### src/hw/rtl/tlvmp_pkg.sv
// ----------------------------------------------------------------------------
// tlvmp_pkg
// Types, constants and helpers shared by the TLV MAC record parser.
// ----------------------------------------------------------------------------
package tlvmp_pkg;

  localparam int unsigned DefaultLengthWidth = 12;

  localparam logic [7:0] KeyBase      = 8'h22;
  localparam logic [7:0] AsciiZero    = 8'h30;
  localparam logic [7:0] AsciiColon   = 8'h3a;
  localparam logic [7:0] AsciiUpperA  = 8'h41;
  localparam logic [7:0] AsciiUpperF  = 8'h46;
  localparam logic [7:0] HexAlphaBias = 8'h37;

  localparam logic [2:0] MacPairs = 3'd6;

  typedef enum logic [2:0] {
    PH_HEADER    = 3'd0,
    PH_KEY       = 3'd1,
    PH_LEN_MATCH = 3'd2,
    PH_LEN_SKIP  = 3'd3,
    PH_SKIP      = 3'd4,
    PH_MAC       = 3'd5,
    PH_DONE      = 3'd6
  } tlvmp_phase_e;

  // Parser context that does not depend on the length width
  typedef struct packed {
    tlvmp_phase_e phase;
    logic [7:0]   rem;
    logic [47:0]  mac;
    logic [2:0]   pair;
    logic [1:0]   cig;
    logic [3:0]   hn;
  } tlvmp_ctx_t;

  typedef struct packed {
    logic        valid;
    logic        found;
    logic [47:0] mac;
  } tlvmp_res_t;

  localparam tlvmp_ctx_t CtxReset = '{
    phase: PH_HEADER,
    rem:   8'd0,
    mac:   48'd0,
    pair:  3'd0,
    cig:   2'd0,
    hn:    4'd0
  };

  // ASCII hex digit to value; anything else (lowercase too) is zero
  function automatic logic [3:0] hex_value(input logic [7:0] c);
    logic [7:0] t;
    begin
      t = 8'd0;
      if (c >= AsciiZero && c < AsciiColon) begin
        t = c - AsciiZero;
      end else if (c >= AsciiUpperA && c <= AsciiUpperF) begin
        t = c - HexAlphaBias;
      end
      return t[3:0];
    end
  endfunction

  // Byte lane of a pair index, modulo the six pairs
  function automatic logic [2:0] mac_lane(input logic [2:0] pair);
    begin
      return (pair >= MacPairs) ? (pair - MacPairs) : pair;
    end
  endfunction

endpackage

### src/hw/rtl/tlv_mac_record_parser.sv
// ----------------------------------------------------------------------------
// tlv_mac_record_parser
// Byte-serial search for a network MAC record in a card-info TLV payload.
// ----------------------------------------------------------------------------
// Each byte is held in the input register until the result register has room, then its result is registered there.
// Throughput: one byte per cycle while the consumer does not stall the result register.
// At most one result per payload; bytes after it are dropped until start.
// Reset: async active low; parser starts in header phase, mac_slot = 0.
module tlv_mac_record_parser import tlvmp_pkg::*; #(
  parameter int unsigned LENGTH_WIDTH = DefaultLengthWidth
) (
  input  logic        clk_i,
  input  logic        rst_ni,
  input  logic        cfg_valid_i,
  output logic        cfg_ready_o,
  input  logic [1:0]  cfg_data_i,
  input  logic        in_valid_i,
  output logic        in_stall_o,
  input  logic [7:0]  payload_byte_i,
  input  logic        payload_start_i,
  input  logic        payload_end_i,
  output logic        out_valid_o,
  input  logic        out_stall_i,
  output logic        found_o,
  output logic [47:0] mac_address_o
);

  logic [1:0] mac_slot_q;

  logic       in_valid_q, in_valid_d;
  logic [7:0] byte_q;
  logic       start_q;
  logic       end_q;
  logic       in_accept;

  tlvmp_ctx_t              ctx_q, ctx_d;
  logic [LENGTH_WIDTH-1:0] pos_q, pos_d;
  logic [LENGTH_WIDTH-1:0] len_q, len_d;
  tlvmp_res_t              res;
  logic                    out_free;
  logic                    advance;

  assign cfg_ready_o = 1'b1;

  always_ff @(posedge clk_i or negedge rst_ni) begin
    if (!rst_ni) begin
      mac_slot_q <= 2'd0;
    end else if (cfg_valid_i && cfg_ready_o) begin
      mac_slot_q <= cfg_data_i;
    end
  end

  // input register: the held request moves on when the result side has room
  assign advance    = in_valid_q && out_free;
  assign in_stall_o = in_valid_q && !out_free;
  assign in_accept  = in_valid_i && !in_stall_o;
  assign in_valid_d = in_accept || (in_valid_q && !advance);

  always_ff @(posedge clk_i or negedge rst_ni) begin
    if (!rst_ni) begin
      in_valid_q <= 1'b0;
    end else begin
      in_valid_q <= in_valid_d;
    end
  end

  always_ff @(posedge clk_i) begin
    if (in_accept) begin
      byte_q  <= payload_byte_i;
      start_q <= payload_start_i;
      end_q   <= payload_end_i;
    end
  end

  tlvmp_step #(
    .LENGTH_WIDTH(LENGTH_WIDTH)
  ) u_step (
    .ctx_i           (ctx_q),
    .pos_i           (pos_q),
    .len_i           (len_q),
    .payload_byte_i  (byte_q),
    .payload_start_i (start_q),
    .payload_end_i   (end_q),
    .mac_slot_i      (mac_slot_q),
    .ctx_o           (ctx_d),
    .pos_o           (pos_d),
    .len_o           (len_d),
    .res_o           (res)
  );

  always_ff @(posedge clk_i or negedge rst_ni) begin
    if (!rst_ni) begin
      ctx_q <= CtxReset;
      pos_q <= '0;
      len_q <= '0;
    end else if (advance) begin
      ctx_q <= ctx_d;
      pos_q <= pos_d;
      len_q <= len_d;
    end
  end

  tlvmp_out_reg u_out_reg (
    .clk_i         (clk_i),
    .rst_ni        (rst_ni),
    .load_i        (advance && res.valid),
    .res_i         (res),
    .free_o        (out_free),
    .out_valid_o   (out_valid_o),
    .out_stall_i   (out_stall_i),
    .found_o       (found_o),
    .mac_address_o (mac_address_o)
  );

  // a not-found result carries a zero address
  a_notfound_zero: assert property (@(posedge clk_i) disable iff (!rst_ni)
    (out_valid_o && !found_o) |-> (mac_address_o == 48'd0))
    else $error("not-found result with nonzero address");

  // once a result is produced the parser sits in the done phase
  a_done_after_result: assert property (@(posedge clk_i) disable iff (!rst_ni)
    (advance && res.valid) |=> (ctx_q.phase == PH_DONE))
    else $error("parser not done after result");

  // input is only held off while the input register is occupied
  a_stall_needs_item: assert property (@(posedge clk_i) disable iff (!rst_ni)
    in_stall_o |-> in_valid_q)
    else $error("stall with empty input register");

  // decode never runs past the sixth pair
  a_pair_bound: assert property (@(posedge clk_i) disable iff (!rst_ni)
    (ctx_q.phase == PH_MAC) |-> (ctx_q.pair < MacPairs))
    else $error("pair index out of range in decode");

endmodule

### src/hw/rtl/tlvmp_step.sv
// ----------------------------------------------------------------------------
// tlvmp_step
// Per-byte next-state logic of the parser: header, record walk, hex decode.
// ----------------------------------------------------------------------------
module tlvmp_step import tlvmp_pkg::*; #(
  parameter int unsigned LENGTH_WIDTH = DefaultLengthWidth
) (
  input  tlvmp_ctx_t              ctx_i,
  input  logic [LENGTH_WIDTH-1:0] pos_i,
  input  logic [LENGTH_WIDTH-1:0] len_i,
  input  logic [7:0]              payload_byte_i,
  input  logic                    payload_start_i,
  input  logic                    payload_end_i,
  input  logic [1:0]              mac_slot_i,
  output tlvmp_ctx_t              ctx_o,
  output logic [LENGTH_WIDTH-1:0] pos_o,
  output logic [LENGTH_WIDTH-1:0] len_o,
  output tlvmp_res_t              res_o
);

  localparam logic [LENGTH_WIDTH-1:0] PosMax = {LENGTH_WIDTH{1'b1}};

  tlvmp_ctx_t              ctx_c;
  logic [LENGTH_WIDTH-1:0] pos_c;
  logic [LENGTH_WIDTH-1:0] len_c;
  logic [7:0]              b;
  logic [15:0]             len_ext;
  logic [7:0]              rem_dec;
  logic [2:0]              pair_inc;
  logic [7:0]              pair_val;
  logic [47:0]             end_mac;
  logic                    give;
  logic                    give_found;
  logic [47:0]             give_mac;

  always_comb begin
    ctx_c = payload_start_i ? CtxReset : ctx_i;
    pos_c = payload_start_i ? '0 : pos_i;
    len_c = payload_start_i ? '0 : len_i;

    ctx_o      = ctx_c;
    pos_o      = pos_c;
    len_o      = len_c;
    res_o      = '0;
    b          = payload_byte_i;
    len_ext    = 16'(len_c);
    rem_dec    = ctx_c.rem - 8'd1;
    pair_inc   = ctx_c.pair + 3'd1;
    pair_val   = {ctx_c.hn, hex_value(b)};
    end_mac    = '0;
    give       = 1'b0;
    give_found = 1'b0;
    give_mac   = '0;

    if (ctx_c.phase != PH_DONE) begin
      // outside the header, bytes at or past the payload length read as zero
      if (ctx_c.phase != PH_HEADER && pos_c >= len_c) begin
        b = 8'd0;
      end
      pair_val = {ctx_c.hn, hex_value(b)};

      case (ctx_c.phase)
        PH_HEADER: begin
          if (pos_c == '0) begin
            len_ext = len_ext | 16'(b);
          end else if (pos_c == LENGTH_WIDTH'(1)) begin
            len_ext = len_ext | {b, 8'h00};
          end
          len_o = len_ext[LENGTH_WIDTH-1:0];
          if (pos_c >= LENGTH_WIDTH'(3)) begin
            ctx_o.phase = PH_KEY;
          end
        end
        PH_KEY: begin
          ctx_o.phase = (b == KeyBase + {6'd0, mac_slot_i}) ? PH_LEN_MATCH : PH_LEN_SKIP;
        end
        PH_LEN_MATCH: begin
          ctx_o.phase = PH_MAC;
          ctx_o.mac   = '0;
          ctx_o.pair  = '0;
          ctx_o.cig   = '0;
          ctx_o.hn    = '0;
        end
        PH_LEN_SKIP: begin
          ctx_o.rem   = b;
          ctx_o.phase = (b != 8'd0) ? PH_SKIP : PH_KEY;
        end
        PH_SKIP: begin
          ctx_o.rem = rem_dec;
          if (rem_dec == 8'd0) begin
            ctx_o.phase = PH_KEY;
          end
        end
        PH_MAC: begin
          if (ctx_c.cig == 2'd0) begin
            ctx_o.hn  = hex_value(b);
            ctx_o.cig = 2'd1;
          end else if (ctx_c.cig == 2'd1) begin
            ctx_o.mac = ctx_c.mac | (48'(pair_val) << {mac_lane(ctx_c.pair), 3'b000});
            ctx_o.hn  = '0;
            ctx_o.cig = 2'd2;
          end else begin
            // delimiter byte closes the pair
            ctx_o.cig  = 2'd0;
            ctx_o.pair = pair_inc;
            if (pair_inc >= MacPairs) begin
              give       = 1'b1;
              give_found = 1'b1;
              give_mac   = ctx_c.mac;
            end
          end
        end
        default: begin
        end
      endcase

      pos_o = (pos_c != PosMax) ? pos_c + LENGTH_WIDTH'(1) : pos_c;

      end_mac = ctx_o.mac;
      if (ctx_o.cig == 2'd1) begin
        end_mac = ctx_o.mac | (48'({ctx_o.hn, 4'h0}) << {mac_lane(ctx_o.pair), 3'b000});
      end

      if (!give) begin
        if (ctx_o.phase == PH_KEY && pos_o >= len_o) begin
          give = 1'b1;
        end else if (payload_end_i) begin
          give = 1'b1;
          if (ctx_o.phase == PH_MAC) begin
            give_found = 1'b1;
            give_mac   = end_mac;
          end
        end
      end

      if (give) begin
        ctx_o.phase = PH_DONE;
        res_o.valid = 1'b1;
        res_o.found = give_found;
        res_o.mac   = give_found ? give_mac : '0;
      end
    end
  end

endmodule

### src/hw/rtl/tlvmp_out_reg.sv
// ----------------------------------------------------------------------------
// tlvmp_out_reg
// Result register with valid/stall handshake toward the consumer.
// ----------------------------------------------------------------------------
module tlvmp_out_reg import tlvmp_pkg::*; (
  input  logic        clk_i,
  input  logic        rst_ni,
  input  logic        load_i,
  input  tlvmp_res_t  res_i,
  output logic        free_o,
  output logic        out_valid_o,
  input  logic        out_stall_i,
  output logic        found_o,
  output logic [47:0] mac_address_o
);

  logic        valid_q, valid_d;
  logic        found_q;
  logic [47:0] mac_q;

  // room for a new result when empty or being taken this cycle
  assign free_o  = !valid_q || !out_stall_i;
  assign valid_d = load_i ? 1'b1 : (valid_q && out_stall_i);

  always_ff @(posedge clk_i or negedge rst_ni) begin
    if (!rst_ni) begin
      valid_q <= 1'b0;
    end else begin
      valid_q <= valid_d;
    end
  end

  always_ff @(posedge clk_i) begin
    if (load_i) begin
      found_q <= res_i.found;
      mac_q   <= res_i.mac;
    end
  end

  assign out_valid_o   = valid_q;
  assign found_o       = found_q;
  assign mac_address_o = mac_q;

endmodule
### config.mk
export PLATFORM = sky130hd
export DESIGN_NAME = tlv_mac_record_parser
export DESIGN_NICKNAME = d
export VERILOG_FILES = /design/src/hw/rtl/tlvmp_pkg.sv /design/src/hw/rtl/tlv_mac_record_parser.sv /design/src/hw/rtl/tlvmp_step.sv /design/src/hw/rtl/tlvmp_out_reg.sv
export SDC_FILE = /design/constraint.sdc
export NUM_CORES = 1
export LEC_CHECK = 0
export BUFFER_PORTS_ARGS = -buffer_cell sky130_fd_sc_hd__buf_4
export CAP_MARGIN = 10
export CORE_ASPECT_RATIO = 0.75
export CORE_MARGIN = 8
export CORE_UTILIZATION = 35
export CTS_CLUSTER_DIAMETER = 80
export DETAILED_ROUTE_END_ITERATION = 10
export RECOVER_POWER = 25
export SLEW_MARGIN = 40
export SYNTH_ARGS = -nofsm -noshare
export SYNTH_HDL_FRONTEND = slang
export SYNTH_SLANG_ARGS = --single-unit
### constraint.sdc
create_clock -name clk_i -period 7.5 [get_ports clk_i]
set_input_delay 1.125 -clock clk_i [delete_from_list [all_inputs] [get_ports clk_i]]
set_output_delay 1.125 -clock clk_i [all_outputs]
set_load 0.05 [all_outputs]
==> impl_results.md <==
- Die X-Extent: 197 um
- Final setup vio count: 0
- Routability cong.: 0.961
- Post-synthesis xor/xnor area fraction: 0.0183
- Largest net degree at the start of global routing: 66
- Post-CTS setup buffers: 0
- Die Y-Extent: 152 um
- CP Launch Point: start_q$_DFFE_PP_
- Crit Path Class: reg2reg
- Clk_skew: 0.0187 ns
- Mapped Area: 8620 um^2
- Max Cap Viol: 2
- Worst skew pair latency: 0.44 ns
- Fmax: 172 MHz
- Synth Net Count: 923
- Met2 Wirelength: 9.98 mm
- Clock Pin Slew Worst Setup and Hold Paths: 0.07 ns
- Most frequent cells in the layout: dfrtp_1, nor2_1, nand2_1
- Global Route Usage Sum: 0.170
- Synth Instances: 872
- Die footprint: 30,000 um^2
- Layout net count: 969
- Top layer in use: met4
- Unrepaired setup endpoints after global routing: false
- Critical Path RT: 7.59 ns
- CP max-delay cell: a21oi_1
- Largest family of logic cells by synthesized area: compound AO/OA/AOI/OAI gates
- Most common cell after layout, fill and taps aside: dfrtp_1
- I/O Buffers: 67
- Post-cts sizing count: 0
- Number of H-tree levels: 4
- Tightest Hold Check Type: reg2reg
- Fraction of layout instances using a drive strength above 1: 0.154
- Area growth, synth to finish: 16.1%
- Routed Antenna Nets: 0
- Initial core utilization: 0.358
- Crit-path max cell delay: 0.62 ns
- WL met3: 2.58 mm
- Initial antenna violation count: 0
- Worst vdd ir: 194 uV
- Delay-heaviest family, CP: compound AO/OA/AOI/OAI gates
- Flop2flop setup slack: 1.67 ns
- Slew Viols, Final: 99
- Detailed-route via count: 7,320
- Distinct cell type count after synthesis: 79
- I/O pin cnt: 69
- Number of flops mapped to enable cells by yosys: 59
- Core Footprint: 24,100 um^2
- Leak pwr: 4.05 nW
- Fillers: 2,314
- Post-synthesis mux area share: 0.0118
- Detailed placer's ending HPWL: 18.1 mm
- Sequential fraction of the synthesis area: 0.484
- CTS Sinks: 155
- Fin crit share: 0.777
- Drt pass-1 iters: 5
- Crit path DAT: 5.92 ns
- R2r startpoint: start_q$_DFFE_PP_
- Main flop type after synthesis: dfrtp_1
- Final WS setup: 1.67 ns
- Grt ovf: 0
- Worst Path Buf+Inv: 3
- Min-delay src: len_q[8]$_DFFE_PN0P_
- Failing checks: max-capacitance violations, max-slew violations
- Post-Synth Adder-Cell Area: 0.0494
- Final TNS setup: 0 ns
- Vias in the first global route: 6,898
- Synth Area in Simple Gates: 0.170
- Status: finished, violations left
- CTS tree: built
- Yosys warns: 0
- Compound-Gate Fraction of Synth Area: 0.228
- 1st-iter DRT viols: 938
- Post-layout min period: 5.83 ns
- Vias per cell: 5.80
- DRT Wirelength: 25.8 mm
- Post-Place Setup Slack: 1.72 ns
- Startpoint Class: flip-flop
- Multi-input logic area: 4140 um^2
- Slew HR: -1.40
- Post-synthesis async set-or-reset flop share: 0.619
- Hold Buf Count CTS: 0
- Power Density: 313 nW/um^2
- CP Capture Type: flip-flop
- DRC viols: 0
- Total CTS buffers: 17
- Wire length per cell: 20.4 um
- Cells along the critical path: buf_4 > nor2_1 > ha_1 > nand2b_1 > a211oi_1 > o21ai_0 > a21oi_1 > nand2_1 > inv_1 > a21boi_0 > ha_1 > a31oi_1 > o221ai_1 > o2111ai_1 > a2bb2oi_1 > a21oi_2 > nor2_4 > buf_4
- First-pass GRT wire length: 40.7 mm
- Worst Path Max Fanout: 65
- Longest Clk Path Bufs: 2
- Wl on met1: 13.0 mm
- Root Driver: clkbuf_16
- Syn Area/Cell: 9.88 um^2
- Least-Margin Pin Slew: 3.60 ns
- Register area: 4170 um^2
- Row cnt: 49
- Hold violation total from the final report: 0
- Antenna diodes: 0
- #FFs+latches synth: 155
[flip-flops by register name, summed over array words and instances (netlist names)]
| register | cells |
|---|---|
| in_valid_q | 1 |
| u_out_reg.mac_address_o | 48 |
| end_q | 1 |
| len_q | 12 |
| pos_q | 12 |
| u_out_reg.out_valid_o | 1 |
| byte_q | 8 |
| u_out_reg.found_o | 1 |
| start_q | 1 |
| mac_slot_q | 2 |
| ctx_q | 68 |
[final timing paths]
| check | endpoint | cells after the start |
|---|---|---|
| max | u_out_reg.mac_address_o[15]$_SDFFCE_PN0P_ | 18 |
| min | len_q[8]$_DFFE_PN0P_ | 2 |
| max reg2reg | u_out_reg.mac_address_o[15]$_SDFFCE_PN0P_ | 18 |
| min reg2reg | len_q[8]$_DFFE_PN0P_ | 2 |
| max in group asynchronous | ctx_q[31]$_DFFE_PN0P_ | 2 |
| min in group asynchronous | len_q[3]$_DFFE_PN0P_ | 1 |
[power breakdown]
part / internal [W] / switching (W)
clock network: 0.000454 / 0.000400
logic: 0.000369 / 0.000747
registers: 0.00102 / 0.000145
[kinds of logic (layout without fill, tap and decap cells)]
kind of cell / Yosys count / after routing
AOI/OAI and AO/OA: 282 / 282
xor gates and xnor gates: 18 / 18
adders and majority gates: 34 / 34
buffers and inverters: 78 / 137
DFF: 155 / 155
muxes: 9 / 9
other: 1 / 1
and+or+nand+nor: 295 / 295
[area by class of cell]
cell class                 instances  area share
clock buffer                      18      0.0439
clock inverter                    14      0.0151
inverter                          22     0.00825
multi-input combinational        639       0.414
sequential                       155       0.417
tap                              331      0.0414
timing repair buffer              83      0.0605
[per-layer routing]
layer | GRT usage | vias to the layer above
li1 | - | 3352
met5 | 0 | -
met2 | 0.213 | 355
met4 | 0.0365 | 0
met1 | 0.270 | 3597
met3 | 0.0534 | 16
[per-stage QoR]
step           cell area (um^2)  instances  power [W]  hold slack, ns  utilization
2_1_floorplan              8620        872    0.00195           0.450            -
3_3_place_gp               9420       1229    0.00227           0.469        0.391
3_5_place_dp               9430       1229    0.00228           0.475        0.391
4_1_cts                   10000       1261    0.00314           0.489        0.416
5_1_grt                   10000       1262    0.00329           0.505        0.415
6_report                  10000       1262    0.00313           0.492        0.415
[worst register-to-register path, stage by stage, from the launching register on]
cell       delay (ns)
edfxtp_1         0.40
buf_4            0.58
nor2_1           0.14
ha_1             0.29
nand2b_1         0.13
a211oi_1         0.33
o21ai_0          0.20
a21oi_1          0.62
nand2_1          0.27
inv_1            0.24
a21boi_0         0.14
ha_1             0.30
a31oi_1          0.11
o221ai_1         0.20
o2111ai_1        0.15
a2bb2oi_1        0.26
a21oi_2          0.14
nor2_4           0.52
buf_4            0.46
[Yosys cell counts (4+ instances only)]
cell / count / area (um^2)
o22ai_1: 8 / 50.1
and3_1: 9 / 56.3
o2bb2ai_1: 4 / 35.0
clkbuf_1: 35 / 131
a21oi_1: 46 / 230
a22oi_1: 20 / 150
a2bb2oi_1: 5 / 43.8
and2_1: 7 / 43.8
mux2_2: 5 / 56.3
o211ai_1: 4 / 30.0
nand2b_1: 10 / 62.6
a32o_1: 16 / 160
a21o_1: 6 / 45.0
o31ai_1: 4 / 30.0
dfrtp_1: 96 / 2400
nor2b_1: 16 / 100
o21ai_1: 6 / 30.0
inv_1: 22 / 82.6
nand3_1: 14 / 70.1
edfxtp_1: 59 / 1770
buf_2: 13 / 65.1
nor2_1: 87 / 327
nor3_1: 17 / 85.1
o32ai_1: 4 / 35.0
nor4_1: 6 / 37.5
a22o_1: 31 / 272
a21boi_0: 10 / 75.1
nand4_1: 5 / 31.3
xnor2_1: 9 / 78.8
or3_1: 4 / 25.0
o21ai_0: 54 / 270
buf_1: 4 / 15.0
ha_1: 34 / 425
o21a_1: 5 / 37.5
xor2_1: 9 / 78.8
or4_1: 5 / 37.5
a32oi_1: 7 / 61.3
a31oi_1: 24 / 150
nand2_1: 83 / 312
No activity file was read; power rests on OpenSTA's default activity.
